File: config.mk
export PLATFORM = sky130hd
export DESIGN_NAME = parking_distance_indicator
export DESIGN_NICKNAME = d
export VERILOG_FILES = /design/src/hw/rtl/pdi_pkg.sv /design/src/hw/rtl/pdi_div.sv /design/src/hw/rtl/parking_distance_indicator.sv
export VERILOG_INCLUDE_DIRS = /design/src /design/src/hw/rtl
export SDC_FILE = /design/constraint.sdc
export NUM_CORES = 1
export LEC_CHECK = 0
export BUFFER_PORTS_ARGS = -buffer_cell sky130_fd_sc_hd__buf_2
export CAP_MARGIN = 25
export CORE_UTILIZATION = 55
export DETAILED_ROUTE_END_ITERATION = 6
export GPL_ROUTABILITY_DRIVEN = 0
export GPL_TIMING_DRIVEN = 0
export PLACE_DENSITY = 0.79
export SLEW_MARGIN = 20
export SYNTH_ARGS = -nofsm -noshare
export SYNTH_HDL_FRONTEND = slang
export SYNTH_SLANG_ARGS = --single-unit
File: constraint.sdc
create_clock -name clock -period 8.2 [get_ports clock]
set_input_delay 0 -clock clock [delete_from_list [all_inputs] [get_ports clock]]
set_output_delay 0 -clock clock [all_outputs]
set_load 0.01 [all_outputs]
File: src/hw/rtl/parking_distance_indicator_defines.svh
// ----------------------------------------------------------------------------
// Parking distance indicator: assertion macros
// Shorthand for the concurrent checks in the RTL; the user module must
// declare clock and reset.
// ----------------------------------------------------------------------------
`ifndef PARKING_DISTANCE_INDICATOR_DEFINES_SVH
`define PARKING_DISTANCE_INDICATOR_DEFINES_SVH

// same-cycle implication
`define PDI_ASSERT_IMP(name, ante, cons) \
   name: assert property (@(posedge clock) disable iff (reset) (ante) |-> (cons)) \
      else $error("pdi: implication check failed");

// next-cycle implication
`define PDI_ASSERT_NXT(name, ante, cons) \
   name: assert property (@(posedge clock) disable iff (reset) (ante) |=> (cons)) \
      else $error("pdi: next-cycle check failed");

`endif

File: src/hw/rtl/pdi_pkg.sv
// ----------------------------------------------------------------------------
// pdi_pkg
// Widths, constants, register indexes and the divider interface types.
// ----------------------------------------------------------------------------
`default_nettype none

package pdi_pkg;

   localparam int DIST_W     = 12;
   localparam int LEVEL_W    = 8;
   localparam int PCT_W      = 7;
   localparam int PAUSE_W    = 10;
   localparam int STILL_W    = 17;
   localparam int TIMEOUT_W  = 16;
   localparam int CSR_IDX_W  = 3;
   localparam int CSR_DATA_W = 16;

   // shared divider: dividend < divisor * 2**QUOT_W is guaranteed by the caller
   localparam int DIVIDEND_W = 20;
   localparam int DIVISOR_W  = 12;
   localparam int QUOT_W     = 8;
   localparam int DIV_CNT_W  = $clog2(QUOT_W + 1);

   localparam logic [PCT_W-1:0]     PCT_FULL        = 7'd100;
   localparam logic [PCT_W-1:0]     PCT_NEAR        = 7'd10;
   localparam logic [PCT_W-1:0]     OCC_SET_PCT     = 7'd40;
   localparam logic [PCT_W-1:0]     OCC_RELEASE_PCT = 7'd80;
   localparam logic [DIST_W:0]      REV_MARGIN      = 13'd50;
   localparam logic [PAUSE_W-1:0]   PAUSE_NEAR      = 10'd10;
   localparam logic [PAUSE_W-1:0]   PAUSE_BASE      = 10'd50;
   localparam logic [STILL_W-1:0]   STILL_MAX       = '1;

   localparam logic [7:0]           RST_MOVE_EPS    = 8'd5;
   localparam logic [DIST_W-1:0]    RST_FULL_SCALE  = 12'd200;
   localparam logic [7:0]           RST_MIN_LIT     = 8'd1;
   localparam logic [PCT_W-1:0]     RST_SILENT_THR  = 7'd80;
   localparam logic [TIMEOUT_W-1:0] RST_TIMEOUT     = 16'd5000;
   localparam logic [LEVEL_W-1:0]   RST_IDLE_BRIGHT = 8'd20;
   localparam logic [LEVEL_W-1:0]   RST_ACT_BRIGHT  = 8'd100;

   typedef enum logic [CSR_IDX_W-1:0] {
      CSR_MOVE_EPSILON      = 3'd0,
      CSR_FULL_SCALE        = 3'd1,
      CSR_MIN_LIT_LEDS      = 3'd2,
      CSR_SILENT_THRESHOLD  = 3'd3,
      CSR_STILL_TIMEOUT     = 3'd4,
      CSR_IDLE_BRIGHTNESS   = 3'd5,
      CSR_ACTIVE_BRIGHTNESS = 3'd6
   } csr_index_type;

   typedef struct packed {
      logic start;
   } div_ctl_type;

   typedef struct packed {
      logic busy;
      logic done;
   } div_stat_type;

endpackage

`default_nettype wire

File: src/hw/rtl/pdi_div.sv
// ----------------------------------------------------------------------------
// pdi_div
// Restoring divider, one quotient bit per cycle, QUOT_W-bit quotient.
// ----------------------------------------------------------------------------
`default_nettype none

`include "parking_distance_indicator_defines.svh"

module pdi_div
   import pdi_pkg::*;
(
   input  wire  logic                  clock,
   input  wire  logic                  reset,
   input  wire  div_ctl_type           ctl,
   input  wire  logic [DIVIDEND_W-1:0] dividend,
   input  wire  logic [DIVISOR_W-1:0]  divisor,
   output div_stat_type                stat,
   output logic [QUOT_W-1:0]           quotient
);

   logic [DIVISOR_W-1:0] rem_ff, rem_in;
   logic [QUOT_W-1:0]    acc_ff, acc_in;
   logic [DIVISOR_W-1:0] dsr_ff;
   logic [DIV_CNT_W-1:0] cnt_ff;
   logic                 busy_ff;
   logic                 done_ff;
   logic [DIVISOR_W:0]   trial;
   logic [DIVISOR_W:0]   trial_sub;
   logic                 fits;

   // acc holds the unshifted dividend bits on top, quotient bits fill from below
   assign trial     = {rem_ff, acc_ff[QUOT_W-1]};
   assign trial_sub = trial - {1'b0, dsr_ff};
   assign fits      = trial >= {1'b0, dsr_ff};
   assign rem_in    = fits ? trial_sub[DIVISOR_W-1:0] : trial[DIVISOR_W-1:0];
   assign acc_in    = {acc_ff[QUOT_W-2:0], fits};

   always_ff @(posedge clock) begin
      done_ff <= 1'b0;
      if (ctl.start) begin
         rem_ff  <= dividend[DIVIDEND_W-1:QUOT_W];
         acc_ff  <= dividend[QUOT_W-1:0];
         dsr_ff  <= divisor;
         cnt_ff  <= DIV_CNT_W'(QUOT_W);
         busy_ff <= 1'b1;
      end else if (busy_ff) begin
         rem_ff <= rem_in;
         acc_ff <= acc_in;
         cnt_ff <= cnt_ff - 1'b1;
         if (cnt_ff == DIV_CNT_W'(1)) begin
            busy_ff <= 1'b0;
            done_ff <= 1'b1;
         end
      end
      if (reset) begin
         busy_ff <= 1'b0;
         done_ff <= 1'b0;
         cnt_ff  <= '0;
      end
   end

   assign stat.busy = busy_ff;
   assign stat.done = done_ff;
   assign quotient  = acc_ff;

   `PDI_ASSERT_NXT(a_div_start_busy, ctl.start, busy_ff)
   `PDI_ASSERT_IMP(a_div_busy_count, busy_ff, cnt_ff != '0)
   `PDI_ASSERT_NXT(a_div_done_pulse, done_ff, !done_ff)

endmodule

`default_nettype wire

File: src/hw/rtl/parking_distance_indicator.sv
// ----------------------------------------------------------------------------
// parking_distance_indicator
// Distance readings to LED bar, colors, buzzer pause and occupancy flags.
// ----------------------------------------------------------------------------
// Usage:
//  req_* beats carry either a 1 ms tick (req_kind = 0) or a reading pair
//  (req_kind = 1). A tick keeps req_ready high and produces no rsp beat. A reading
//  produces exactly one rsp beat with LED count, red/green levels, buzzer
//  state and the occupied/reversed flags after the update.
//  A reading runs three passes through one shared 8-step divider (percent,
//  lit LEDs, green level), only the last two when the near reading is at or
//  beyond full scale; each pass is a multiply state, a start state and 8
//  divide steps. req_ready is low while a reading is in flight.
//  The rsp beat sits in an output register; req_ready returns while it waits,
//  so ticks and the next reading are taken. A second result waits in the
//  final step until rsp_ready drains the first.
//  csr_* writes are always ready and take effect at once; write only while
//  no reading is in flight. Unknown indexes are dropped.
//  Synchronous reset restores register defaults and clears stillness timer,
//  last moving distance and both flags.
// ----------------------------------------------------------------------------
`default_nettype none

`include "parking_distance_indicator_defines.svh"

module parking_distance_indicator
   import pdi_pkg::*;
#(
   parameter int LED_COUNT = 30
)
(
   input  wire  logic                  clock,
   input  wire  logic                  reset,
   input  wire  logic                  req_valid,
   output logic                        req_ready,
   input  wire  logic                  req_kind,
   input  wire  logic [DIST_W-1:0]     req_near_distance,
   input  wire  logic [DIST_W-1:0]     req_far_distance,
   output logic                        rsp_valid,
   input  wire  logic                  rsp_ready,
   output logic [7:0]                  rsp_lit_leds,
   output logic [LEVEL_W-1:0]          rsp_red_level,
   output logic [LEVEL_W-1:0]          rsp_green_level,
   output logic                        rsp_buzzer_silent,
   output logic [PAUSE_W-1:0]          rsp_buzzer_pause,
   output logic                        rsp_occupied,
   output logic                        rsp_reversed,
   input  wire  logic                  csr_valid,
   output logic                        csr_ready,
   input  wire  logic [CSR_IDX_W-1:0]  csr_index,
   input  wire  logic [CSR_DATA_W-1:0] csr_data
);

   localparam logic [7:0] LED_C = 8'(LED_COUNT);

   typedef enum logic [2:0] {
      ST_IDLE,
      ST_MUL,
      ST_DIV,
      ST_WAIT,
      ST_DONE
   } state_type;

   typedef enum logic [1:0] {
      PH_PCT,
      PH_LIT,
      PH_GRN
   } phase_type;

   // configuration
   logic [7:0]           move_eps_ff;
   logic [DIST_W-1:0]    full_scale_ff;
   logic [7:0]           min_lit_ff;
   logic [PCT_W-1:0]     silent_thr_ff;
   logic [TIMEOUT_W-1:0] timeout_ff;
   logic [LEVEL_W-1:0]   idle_bright_ff;
   logic [LEVEL_W-1:0]   act_bright_ff;

   // sequencer and item state
   state_type            state_ff;
   phase_type            phase_ff;
   logic [DIST_W-1:0]    last_dist_ff;
   logic [STILL_W-1:0]   still_ff;
   logic                 occupied_ff;
   logic                 reversed_ff;
   logic [DIST_W-1:0]    near_ff;
   logic [DIST_W-1:0]    far_ff;
   logic                 idle_ff;
   logic [LEVEL_W-1:0]   bright_ff;
   logic [PCT_W-1:0]     pct_ff;
   logic [7:0]           lit_ff;
   logic [LEVEL_W-1:0]   green_ff;
   logic [DIVIDEND_W-1:0] prod_ff;

   // result register
   logic                 rsp_valid_ff;
   logic [7:0]           rsp_lit_ff;
   logic [LEVEL_W-1:0]   rsp_red_ff;
   logic [LEVEL_W-1:0]   rsp_green_ff;
   logic                 rsp_silent_ff;
   logic [PAUSE_W-1:0]   rsp_pause_ff;

   // divider
   div_ctl_type          div_ctl;
   div_stat_type         div_stat;
   logic [DIVISOR_W-1:0] div_divisor;
   logic [QUOT_W-1:0]    div_quot;

   // datapath helpers
   logic                 req_take;
   logic [DIST_W-1:0]    diff_abs;
   logic                 moved;
   logic [STILL_W-1:0]   still_in;
   logic                 idle_in;
   logic [DIST_W-1:0]    mul_a;
   logic [7:0]           mul_b;
   logic [7:0]           floor_leds;
   logic [7:0]           lit_in;
   logic [PCT_W-1:0]     pct_off;
   logic                 silent_in;
   logic [PAUSE_W-1:0]   pause_in;
   logic                 occupied_in;
   logic                 reversed_in;
   logic                 rev_hit;
   logic                 out_free;

   // --------------------------------------------------------------------------
   // configuration port
   // --------------------------------------------------------------------------
   assign csr_ready = 1'b1;

   always_ff @(posedge clock) begin
      if (reset) begin
         move_eps_ff    <= RST_MOVE_EPS;
         full_scale_ff  <= RST_FULL_SCALE;
         min_lit_ff     <= RST_MIN_LIT;
         silent_thr_ff  <= RST_SILENT_THR;
         timeout_ff     <= RST_TIMEOUT;
         idle_bright_ff <= RST_IDLE_BRIGHT;
         act_bright_ff  <= RST_ACT_BRIGHT;
      end else if (csr_valid) begin
         unique case (csr_index)
            CSR_MOVE_EPSILON:      move_eps_ff    <= csr_data[7:0];
            CSR_FULL_SCALE:        full_scale_ff  <= csr_data[DIST_W-1:0];
            CSR_MIN_LIT_LEDS:      min_lit_ff     <= csr_data[7:0];
            CSR_SILENT_THRESHOLD:  silent_thr_ff  <= csr_data[PCT_W-1:0];
            CSR_STILL_TIMEOUT:     timeout_ff     <= csr_data[TIMEOUT_W-1:0];
            CSR_IDLE_BRIGHTNESS:   idle_bright_ff <= csr_data[LEVEL_W-1:0];
            CSR_ACTIVE_BRIGHTNESS: act_bright_ff  <= csr_data[LEVEL_W-1:0];
            default: ;
         endcase
      end
   end

   // --------------------------------------------------------------------------
   // accept-time logic: movement check and idle decision
   // --------------------------------------------------------------------------
   assign req_ready = (state_ff == ST_IDLE);
   assign req_take  = req_valid && req_ready;

   assign diff_abs = (last_dist_ff > req_near_distance) ? last_dist_ff - req_near_distance
                                                        : req_near_distance - last_dist_ff;
   assign moved    = diff_abs > {4'b0, move_eps_ff};
   assign still_in = moved ? '0 : still_ff;
   assign idle_in  = still_in > {1'b0, timeout_ff};

   // --------------------------------------------------------------------------
   // shared multiply operand and divisor select
   // --------------------------------------------------------------------------
   always_comb begin
      unique case (phase_ff)
         PH_PCT: begin
            mul_a       = near_ff;
            mul_b       = {1'b0, PCT_FULL};
            div_divisor = full_scale_ff;
         end
         PH_LIT: begin
            mul_a       = {{(DIST_W-PCT_W){1'b0}}, pct_ff};
            mul_b       = LED_C;
            div_divisor = {{(DIVISOR_W-PCT_W){1'b0}}, PCT_FULL};
         end
         default: begin
            mul_a       = {{(DIST_W-LEVEL_W){1'b0}}, bright_ff};
            mul_b       = {1'b0, pct_ff};
            div_divisor = {{(DIVISOR_W-PCT_W){1'b0}}, PCT_FULL};
         end
      endcase
   end

   assign div_ctl.start = (state_ff == ST_DIV);

   pdi_div u_div (
      .clock    (clock),
      .reset    (reset),
      .ctl      (div_ctl),
      .dividend (prod_ff),
      .divisor  (div_divisor),
      .stat     (div_stat),
      .quotient (div_quot)
   );

   // --------------------------------------------------------------------------
   // final step: floor, buzzer, occupancy
   // --------------------------------------------------------------------------
   assign floor_leds = (min_lit_ff > LED_C) ? LED_C : min_lit_ff;
   assign lit_in     = (lit_ff < floor_leds) ? floor_leds : lit_ff;
   assign pct_off    = pct_ff - PCT_NEAR;
   assign rev_hit    = {1'b0, far_ff} > ({1'b0, near_ff} + REV_MARGIN);

   always_comb begin
      priority if (idle_ff || (pct_ff >= PCT_NEAR && pct_ff > silent_thr_ff)) begin
         silent_in = 1'b1;
         pause_in  = '0;
      end else if (pct_ff < PCT_NEAR) begin
         silent_in = 1'b0;
         pause_in  = PAUSE_NEAR;
      end else begin
         // (p - 10) * 700 / 70 is exactly (p - 10) * 10
         silent_in = 1'b0;
         pause_in  = (PAUSE_W'(pct_off) << 3) + (PAUSE_W'(pct_off) << 1) + PAUSE_BASE;
      end
   end

   always_comb begin
      occupied_in = occupied_ff;
      reversed_in = reversed_ff;
      if (idle_ff) begin
         priority if (!occupied_ff && pct_ff < OCC_SET_PCT) begin
            occupied_in = 1'b1;
            reversed_in = rev_hit;
         end else if (occupied_ff && pct_ff > OCC_RELEASE_PCT) begin
            occupied_in = 1'b0;
            reversed_in = 1'b0;
         end else begin
            occupied_in = occupied_ff;
         end
      end
   end

   assign out_free = !rsp_valid_ff || rsp_ready;

   // --------------------------------------------------------------------------
   // sequencer
   // --------------------------------------------------------------------------
   always_ff @(posedge clock) begin
      if (rsp_valid_ff && rsp_ready) begin
         rsp_valid_ff <= 1'b0;
      end

      unique case (state_ff)
         ST_IDLE: begin
            if (req_take) begin
               if (!req_kind) begin
                  if (still_ff != STILL_MAX) begin
                     still_ff <= still_ff + 1'b1;
                  end
               end else begin
                  still_ff  <= still_in;
                  if (moved) begin
                     last_dist_ff <= req_near_distance;
                  end
                  near_ff   <= req_near_distance;
                  far_ff    <= req_far_distance;
                  idle_ff   <= idle_in;
                  bright_ff <= idle_in ? idle_bright_ff : act_bright_ff;
                  state_ff  <= ST_MUL;
                  // at or past full scale (or zero full scale) percent is 100
                  if (full_scale_ff == '0 || req_near_distance >= full_scale_ff) begin
                     pct_ff   <= PCT_FULL;
                     phase_ff <= PH_LIT;
                  end else begin
                     phase_ff <= PH_PCT;
                  end
               end
            end
         end
         ST_MUL: begin
            prod_ff  <= {{(DIVIDEND_W-DIST_W){1'b0}}, mul_a}
                        * {{(DIVIDEND_W-8){1'b0}}, mul_b};
            state_ff <= ST_DIV;
         end
         ST_DIV: begin
            state_ff <= ST_WAIT;
         end
         ST_WAIT: begin
            if (div_stat.done) begin
               unique case (phase_ff)
                  PH_PCT: begin
                     pct_ff   <= div_quot[PCT_W-1:0];
                     phase_ff <= PH_LIT;
                     state_ff <= ST_MUL;
                  end
                  PH_LIT: begin
                     lit_ff   <= div_quot;
                     phase_ff <= PH_GRN;
                     state_ff <= ST_MUL;
                  end
                  default: begin
                     green_ff <= div_quot;
                     state_ff <= ST_DONE;
                  end
               endcase
            end
         end
         ST_DONE: begin
            if (out_free) begin
               rsp_valid_ff  <= 1'b1;
               rsp_lit_ff    <= lit_in;
               rsp_green_ff  <= green_ff;
               rsp_red_ff    <= bright_ff - green_ff;
               rsp_silent_ff <= silent_in;
               rsp_pause_ff  <= pause_in;
               occupied_ff   <= occupied_in;
               reversed_ff   <= reversed_in;
               state_ff      <= ST_IDLE;
            end
         end
         default: begin
            state_ff <= ST_IDLE;
         end
      endcase

      if (reset) begin
         state_ff     <= ST_IDLE;
         phase_ff     <= PH_PCT;
         last_dist_ff <= '0;
         still_ff     <= '0;
         occupied_ff  <= 1'b0;
         reversed_ff  <= 1'b0;
         rsp_valid_ff <= 1'b0;
      end
   end

   assign rsp_valid         = rsp_valid_ff;
   assign rsp_lit_leds      = rsp_lit_ff;
   assign rsp_red_level     = rsp_red_ff;
   assign rsp_green_level   = rsp_green_ff;
   assign rsp_buzzer_silent = rsp_silent_ff;
   assign rsp_buzzer_pause  = rsp_pause_ff;
   assign rsp_occupied      = occupied_ff;
   assign rsp_reversed      = reversed_ff;

   `PDI_ASSERT_NXT(a_read_goes_busy, req_valid && req_ready && req_kind, !req_ready)
   `PDI_ASSERT_IMP(a_pct_in_range, state_ff != ST_IDLE && phase_ff != PH_PCT, pct_ff <= PCT_FULL)
   `PDI_ASSERT_IMP(a_release_only_idle, $fell(occupied_ff) && !$past(reset), $past(idle_ff))

endmodule

`default_nettype wire
==> metrics.csv, run 1 <==
stage,metric,value,unit
status,status,"complete, no violations",
final_layout,final_cell_area,19000,um2
synth,yosysTopAreaCell,edfxtp_1,
global_routing,grt_pass1_vias,13675,
sta,period_share,0.961,
synth,ys.flop_type,edfxtp_1,
setup_path,cp.arrival,8.15,ns
setup_path,slowest_delay,0.48,ns
run,drv_cap,0,
setup_path,crit_type,flip-flop to flip-flop,
setup_path,worstPathRequired,8.47,ns
synth,ys_ff_latch,252,
final_layout,final_cell_mix,"nand2_1, inv_1, ha_1, a21oi_1, edfxtp_1",
detailed_routing,vias,13762,
detailed_routing,drt_first_pass_iters,6,
synth,async_reset_ff_frac,0,
synth,syn_avg_cell_area,9.41,um2
synth,ys_seq_area_frac,0.388,
setup_path,cp_slowest_cell,a2111oi_0,
setup_path,crit_start,last_dist_ff[0],
clock_network,clkTransAtPathRegs,0.06,ns
setup_path,path_depth,31,
setup_path,crit_family,compound AO/OA/AOI/OAI gates,
synth,synth_top_area_share,0.256,
setup_path,r2r_slack,0.32,ns
final_layout,layout-drive-gt1-share,0.0922,
clock_network,cts_buffers,27,
setup_path,r2r_end,bright_ff[0],
synth,netlist_top_cells_area,"edfxtp_1, dfxtp_1, ha_1",
sta,fmax,0.127,GHz
setup_path,path_buf_inv,4,
setup_path,critPathLaunchType,flip-flop,
detailed_routing,viasPerCell,5.82,
sta,period_minus_slack,7.88,ns
sta,finalMaxSlewViolations,0,
clock_network,htreeDepth,1,
setup_path,critPathCapture,bright_ff[0],
power,peakVddDrop,0.193,mV
die,core_area,29700,um2
die,rows,63,
setup_path,path_max_fanout,10,
clock_network,cts_sinks,252,
place,dp_hpwl,31700,um
die,boundaryPins,89,
sta,rsz0062_at_grt,no,
synth,yosysWarningCount,0,
die,die_h,176,um
die,die_w,176,um
sta,setup_tns,0,ns
place,port-buffer-count,83,
clock_network,clock_latency,0.54,ns
die,die_area,31000,um2
clock_network,clock_path_buffers,3,
setup_path,r2r-start,last_dist_ff[0],
detailed_routing,wl_per_cell,17.8,um
detailed_routing,drt_iter0_markers,1205,
sta,tightestPinTransition,0.872,ns
sta,setup_viol_count_final,0,
setup_path,crit_top_cell,ha_1,
global_routing,antenna_found_initial,0,
global_routing,grt_pass1_wl,67400,um
setup_path,worstSetupEndpointType,flip-flop,
worst_hold_path,min_path_type,primary input to flip-flop,
clock_network,root_buffer,clkbuf_16,
detailed_routing,drtAntennaViolNets,0,
die,initial_core_util,0.560,
sta,slew_headroom,0.414,
global_routing,grt_max_degree,37,
sta,hold_viol_final,0,
final_layout,fillers,2350,
final_layout,registers.top_by_ff_count,prod_ff,
final_layout,mostFrequentLayoutCell,nand2_1,
final_layout,largest_reg_flops,20,
place,placed_area,17700,um2
synth,synth_cell_types,71,
global_routing,grt_remaining_overflow,0,
final_layout,syn_to_final_growth,14.4,%
detailed_routing,drc,0,
synth,synth_cells,1769,
detailed_routing,wl_met3,3230,um
detailed_routing,top_layer,met4,
detailed_routing,met2_length,20700,um
sta,fin_skew,0.0175,ns
power,p_leak,7.98,nW
global_routing,grt_usage,0.271,
final_layout,largestRegisters,"prod_ff: 20 flops, still_ff: 17 flops, timeout_ff: 16 flops",
detailed_routing,met1_length,16600,um
final_layout,antennaDiodeCount,0,
synth,synth-edff-count,142,
final_layout,nNetsFinal,2219,
detailed_routing,finalWirelength,42000,um
setup_path,reg2reg_depth,31,
clock_network,cts_tree,done,
power,power_density,203,nW/um2
synth,synth_area,16600,um2
-- power by group --
part	switching (mW)	internal (mW)	leakage [nW]
Combinational	0.681	0.515	5.38
Clock	0.504	0.676	0.413
Sequential	0.0421	1.46	2.19
Total	1.23	2.65	7.98
-- layer usage --
metal,vias to the layer above,GRT usage
li1,6562,-
met1,6507,0.336
met2,578,0.477
met3,115,0.0379
met4,0,0.107
met5,-,0
-- metrics by stage --
stage,setup slack [ns],cells,util,hold slack (ns),power [mW]
after floorplan,1.61,1788,-,0.0989,2.41
after global placement,0.364,2261,0.593,0.178,2.63
after detailed placement,0.106,2265,0.595,0.179,2.68
after CTS,0.0242,2359,0.639,0.00916,3.87
after global routing,0.0185,2364,0.641,0.0386,4.10
final,0.319,2364,0.641,0.0256,3.88
-- layout make-up --
type                       instances  area (um2)  area share
buffer                            77         314      0.0165
sequential                       252        6470       0.340
clock buffer                      37         753      0.0396
timing repair buffer             136         941      0.0494
inverter                         167         627      0.0329
tap                              390         488      0.0256
multi-input combinational       1292        9350       0.491
clock inverter                    13         106     0.00559
-- synth_stat cells, types with 28 or more instances --
library cell and n:
edfxtp_1 142, and2_1 28, xnor2_1 40, ha_1 164, o21ai_0 45, dfxtp_1 110
nand3_1 40, nor2b_1 36, nor2_1 103, inv_1 166, nand2_1 231, nor3_1 33
fa_1 53, a21oi_1 157, clkbuf_1 59
-- tightest hold or removal path, stage by stage --
cell and delay (ns):
buf_2 0.13, nand2b_1 0.11, nor2_1 0.12, nand2_1 0.09
a21oi_1 0.05
-- timing repair --
| item | CTS | global route |
|---|---|---|
| hold buffers | 44 | 0 |
| setup endpoints to repair | 0 | 9 |
| buffers inserted | 0 | 4 |
| hold endpoints to repair | 106 | 0 |
| gates resized for setup | 0 | 4 |
-- cells by family (layout without fill, tap and decap cells) --
kind of cell / after synthesis / in the layout / synth area share
AND/OR/NAND/NOR: 571 / 571 / 0.163
AO/OA/AOI/OAI: 392 / 392 / 0.153
flip-flops: 252 / 252 / 0.388
buffers and inverters: 244 / 430 / 0.0565
adder cells (fa/ha/maj): 217 / 217 / 0.187
XOR/XNOR: 59 / 59 / 0.0310
multiplexers: 32 / 32 / 0.0202
other: 2 / 21 / 0.000451
-- worst min-delay path by stage --
stage,start,to,depth (start not counted)
floorplan,req_far_distance[0],far_ff[0],0
global placement,req_far_distance[7],far_ff[7],1
detailed placement,req_far_distance[7],far_ff[7],1
CTS,csr_valid,full_scale_ff[11],5
global route,csr_valid,full_scale_ff[11],5
finish,csr_valid,full_scale_ff[1],5
(Power assumes the default switching activity.)
==> inputs of run 2 (changes only) <==
--- a/config.mk
+++ b/config.mk
@@ -14,2 +14,3 @@
 export GPL_TIMING_DRIVEN = 0
+export HOLD_SLACK_MARGIN = 0.15
 export PLACE_DENSITY = 0.79
--- a/constraint.sdc
+++ b/constraint.sdc
@@ -3,2 +3,2 @@
 set_output_delay 0 -clock clock [all_outputs]
-set_load 0.01 [all_outputs]
+set_load 0.05 [all_outputs]
==> run 2 against run 1 <==
  * Hold slack better by 0.15 ns
  * Core utilization grew 0.41 points
  * Wire length up 0.37%
  * First-iteration DRC count is 2.0% higher
  * Critical path type unchanged
  * Worst setup slack improved by 0.011 ns
  * Die area unchanged
  * Combinational power about the same
  * Critical path depth did not move
  * Non-clock buffer count rose by 12
  * Cell area grew 0.64%
  * Largest cell class unchanged
  * Largest power group unchanged
  * Critical endpoint unchanged
  * Count of clock-buffer cells in the layout is the same
==> metrics.csv, run 2 (synthesis gave the netlist of run 1 again) <==
stage,metric,value,unit,change
final_layout,nNetsFinal,2231,,+0.54%
setup_path,critPathLaunchType,flip-flop,,
global_routing,antenna_found_initial,0,,unchanged
setup_path,crit_start,last_dist_ff[0],,
setup_path,slowest_delay,0.48,ns,about the same
setup_path,crit_type,flip-flop to flip-flop,,
die,die_area,31000,um2,unchanged
clock_network,cts_tree,done,,
die,die_h,176,um,unchanged
sta,setup_slack,0.330,ns,+0.0111 ns
die,initial_core_util,0.560,,unchanged
detailed_routing,drc,0,,unchanged
sta,tightestPinTransition,0.927,ns,+0.0553 ns
setup_path,r2r_slack,0.33,ns,about the same
setup_path,r2r-start,last_dist_ff[0],,
setup_path,path_max_fanout,10,,unchanged
setup_path,worstPathRequired,8.47,ns,about the same
global_routing,grt_pass1_vias,13763,,+0.64%
global_routing,grt_pass1_wl,67600,um,+0.36%
sta,fmax,0.127,GHz,+0.14%
detailed_routing,finalWirelength,42200,um,+0.37%
die,rows,63,,unchanged
setup_path,crit_family,compound AO/OA/AOI/OAI gates,,
status,status,"complete, no violations",,
worst_hold_path,min_path_type,primary input to flip-flop,,
power,power,3.89,mW,+0.32%
final_layout,fillers,2326,,-1.0%
die,core_area,29700,um2,unchanged
run,drv_cap,0,,unchanged
place,dp_slack,0.106,ns,unchanged
final_layout,registers.top_by_ff_count,prod_ff,,
clock_network,clock_latency,0.54,ns,about the same
sta,fin_skew,0.0183,ns,+0.000825 ns
final_layout,final_cell_count_no_fill,2376,,+0.51%
power,peakVddDrop,0.181,mV,-6.2%
global_routing,grt_usage,0.272,,+0.000849
power,clockPowerShare,0.304,,about the same
setup_path,cp_slowest_cell,a2111oi_0,,
final_layout,final_cell_mix,"nand2_1, inv_1, ha_1, a21oi_1, edfxtp_1",,
sta,period_minus_slack,7.87,ns,-0.0111 ns
power,p_leak,8.04,nW,+0.70%
sta,slew_headroom,0.377,,-0.0371
setup_path,path_depth,31,,unchanged
power,p_int,2.65,mW,about the same
setup_path,reg2reg_depth,31,,unchanged
final_layout,mostFrequentLayoutCell,nand2_1,,
place,dp_hpwl,31700,um,unchanged
clock_network,htreeDepth,1,,unchanged
setup_path,critPathCapture,bright_ff[0],,
sta,setup_viol_count_final,0,,unchanged
final_layout,final_cell_area,19200,um2,+0.64%
power,p_sw_frac,0.318,,+0.00155
clock_network,root_buffer,clkbuf_16,,
die,boundaryPins,89,,unchanged
clock_network,clock_path_buffers,3,,unchanged
place,placed_area,17700,um2,unchanged
clock_network,clkTransAtPathRegs,0.06,ns,about the same
setup_path,path_buf_inv,4,,unchanged
sta,period_share,0.960,,-0.00136
sta,rsz0062_at_grt,no,,
power,power.share.sequential,0.385,,-0.002
place,dp.cells,2265,,unchanged
final_layout,layout-drive-gt1-share,0.0921,,about the same
final_layout,syn_to_final_growth,15.1,%,
final_layout,antennaDiodeCount,0,,unchanged
die,die_w,176,um,unchanged
setup_path,cp.arrival,8.14,ns,about the same
place,port-buffer-count,83,,unchanged
sta,setup_tns,0,ns,unchanged
setup_path,r2r_end,bright_ff[0],,
setup_path,worstSetupEndpointType,flip-flop,,
detailed_routing,drt_first_pass_iters,7,,+1
detailed_routing,vias,13837,,+0.54%
sta,finalMaxSlewViolations,0,,unchanged
detailed_routing,viasPerCell,5.82,,about the same
power,p_sw,1.24,mW,+0.81%
clock_network,cts_sinks,252,,unchanged
worst_hold_path,hold_path_depth,2,,-3
clock_network,cts_buffers,27,,unchanged
power,power_density,203,nW/um2,-0.32%
final_layout,largest_reg_flops,20,,unchanged
global_routing,grt_remaining_overflow,0,,unchanged
detailed_routing,drtAntennaViolNets,0,,unchanged
global_routing,grt_max_degree,37,,unchanged
final_layout,largestRegisters,"prod_ff: 20 flops, still_ff: 17 flops, timeout_ff: 16 flops",,
sta,hold_viol_final,0,,unchanged
power,pwr-share-comb,0.310,,about the same
detailed_routing,drt_iter0_markers,1229,,+2.0%
detailed_routing,wl_per_cell,17.8,um,-0.14%
## run 2: routing by layer
layer,vias up,wire (um),track usage
met2,571,20700,0.477
met4,0,1610,0.111
li1,6589,-,-
met3,135,3000,0.0379
met1,6542,16900,0.337
met5,-,0,0
## run 2: cell type report
| class | count | area, um2 | share of cell area |
|---|---|---|---|
| plain buffers | 77 | 314 | 0.0164 |
| clock buffers | 37 | 753 | 0.0393 |
| clock inverters | 13 | 106 | 0.00555 |
| inverters | 167 | 627 | 0.0327 |
| multi-input cells | 1292 | 9350 | 0.488 |
| flip-flops and latches | 252 | 6470 | 0.337 |
| well taps | 390 | 488 | 0.0255 |
| repair buffers | 148 | 1060 | 0.0554 |
## run 2: power by group through the flow
stage / sequential, mW / clock [mW] / combinational (mW)
floorplan: 1.51 / 0 / 0.912
global placement: 1.52 / 0 / 1.11
detailed placement: 1.52 / 0 / 1.16
CTS: 1.50 / 1.19 / 1.19
global route: 1.50 / 1.24 / 1.36
finish: 1.50 / 1.18 / 1.21
## run 2: worst reg2reg max path, delay by kind of cell, from the launching register on
family                   cells  cell delay (ns)
AO/OA/AOI/OAI               13             3.43
XOR/XNOR                     1             0.20
adder cells (fa/ha/maj)      4             1.01
buffers and inverters        4             0.56
flip-flops                   1             0.34
multiplexers                 2             0.73
AND/OR/NAND/NOR              7             1.36
## run 2: through the flow
stage / util / hold slack (ns)
after floorplan: - / 0.0989
after global placement: 0.593 / 0.178
after detailed placement: 0.595 / 0.179
after CTS: 0.643 / 0.161
after global routing: 0.645 / 0.180
final: 0.645 / 0.172
## run 2: worst min path at each step
stage                              from         to
floorplan           req_far_distance[0]  far_ff[0]
CTS                 req_far_distance[7]  far_ff[7]
global route        req_far_distance[7]  far_ff[7]
global placement    req_far_distance[7]  far_ff[7]
detailed placement  req_far_distance[7]  far_ff[7]
finish              req_far_distance[7]  far_ff[7]
## run 2: timing repair
action                                 4_1_cts  5_1_grt
endpoints found under the hold margin      114        0
setup endpoints to repair                    0        9
hold buffers                                56        0
resized for setup                            0        4
setup buffers                                0        4
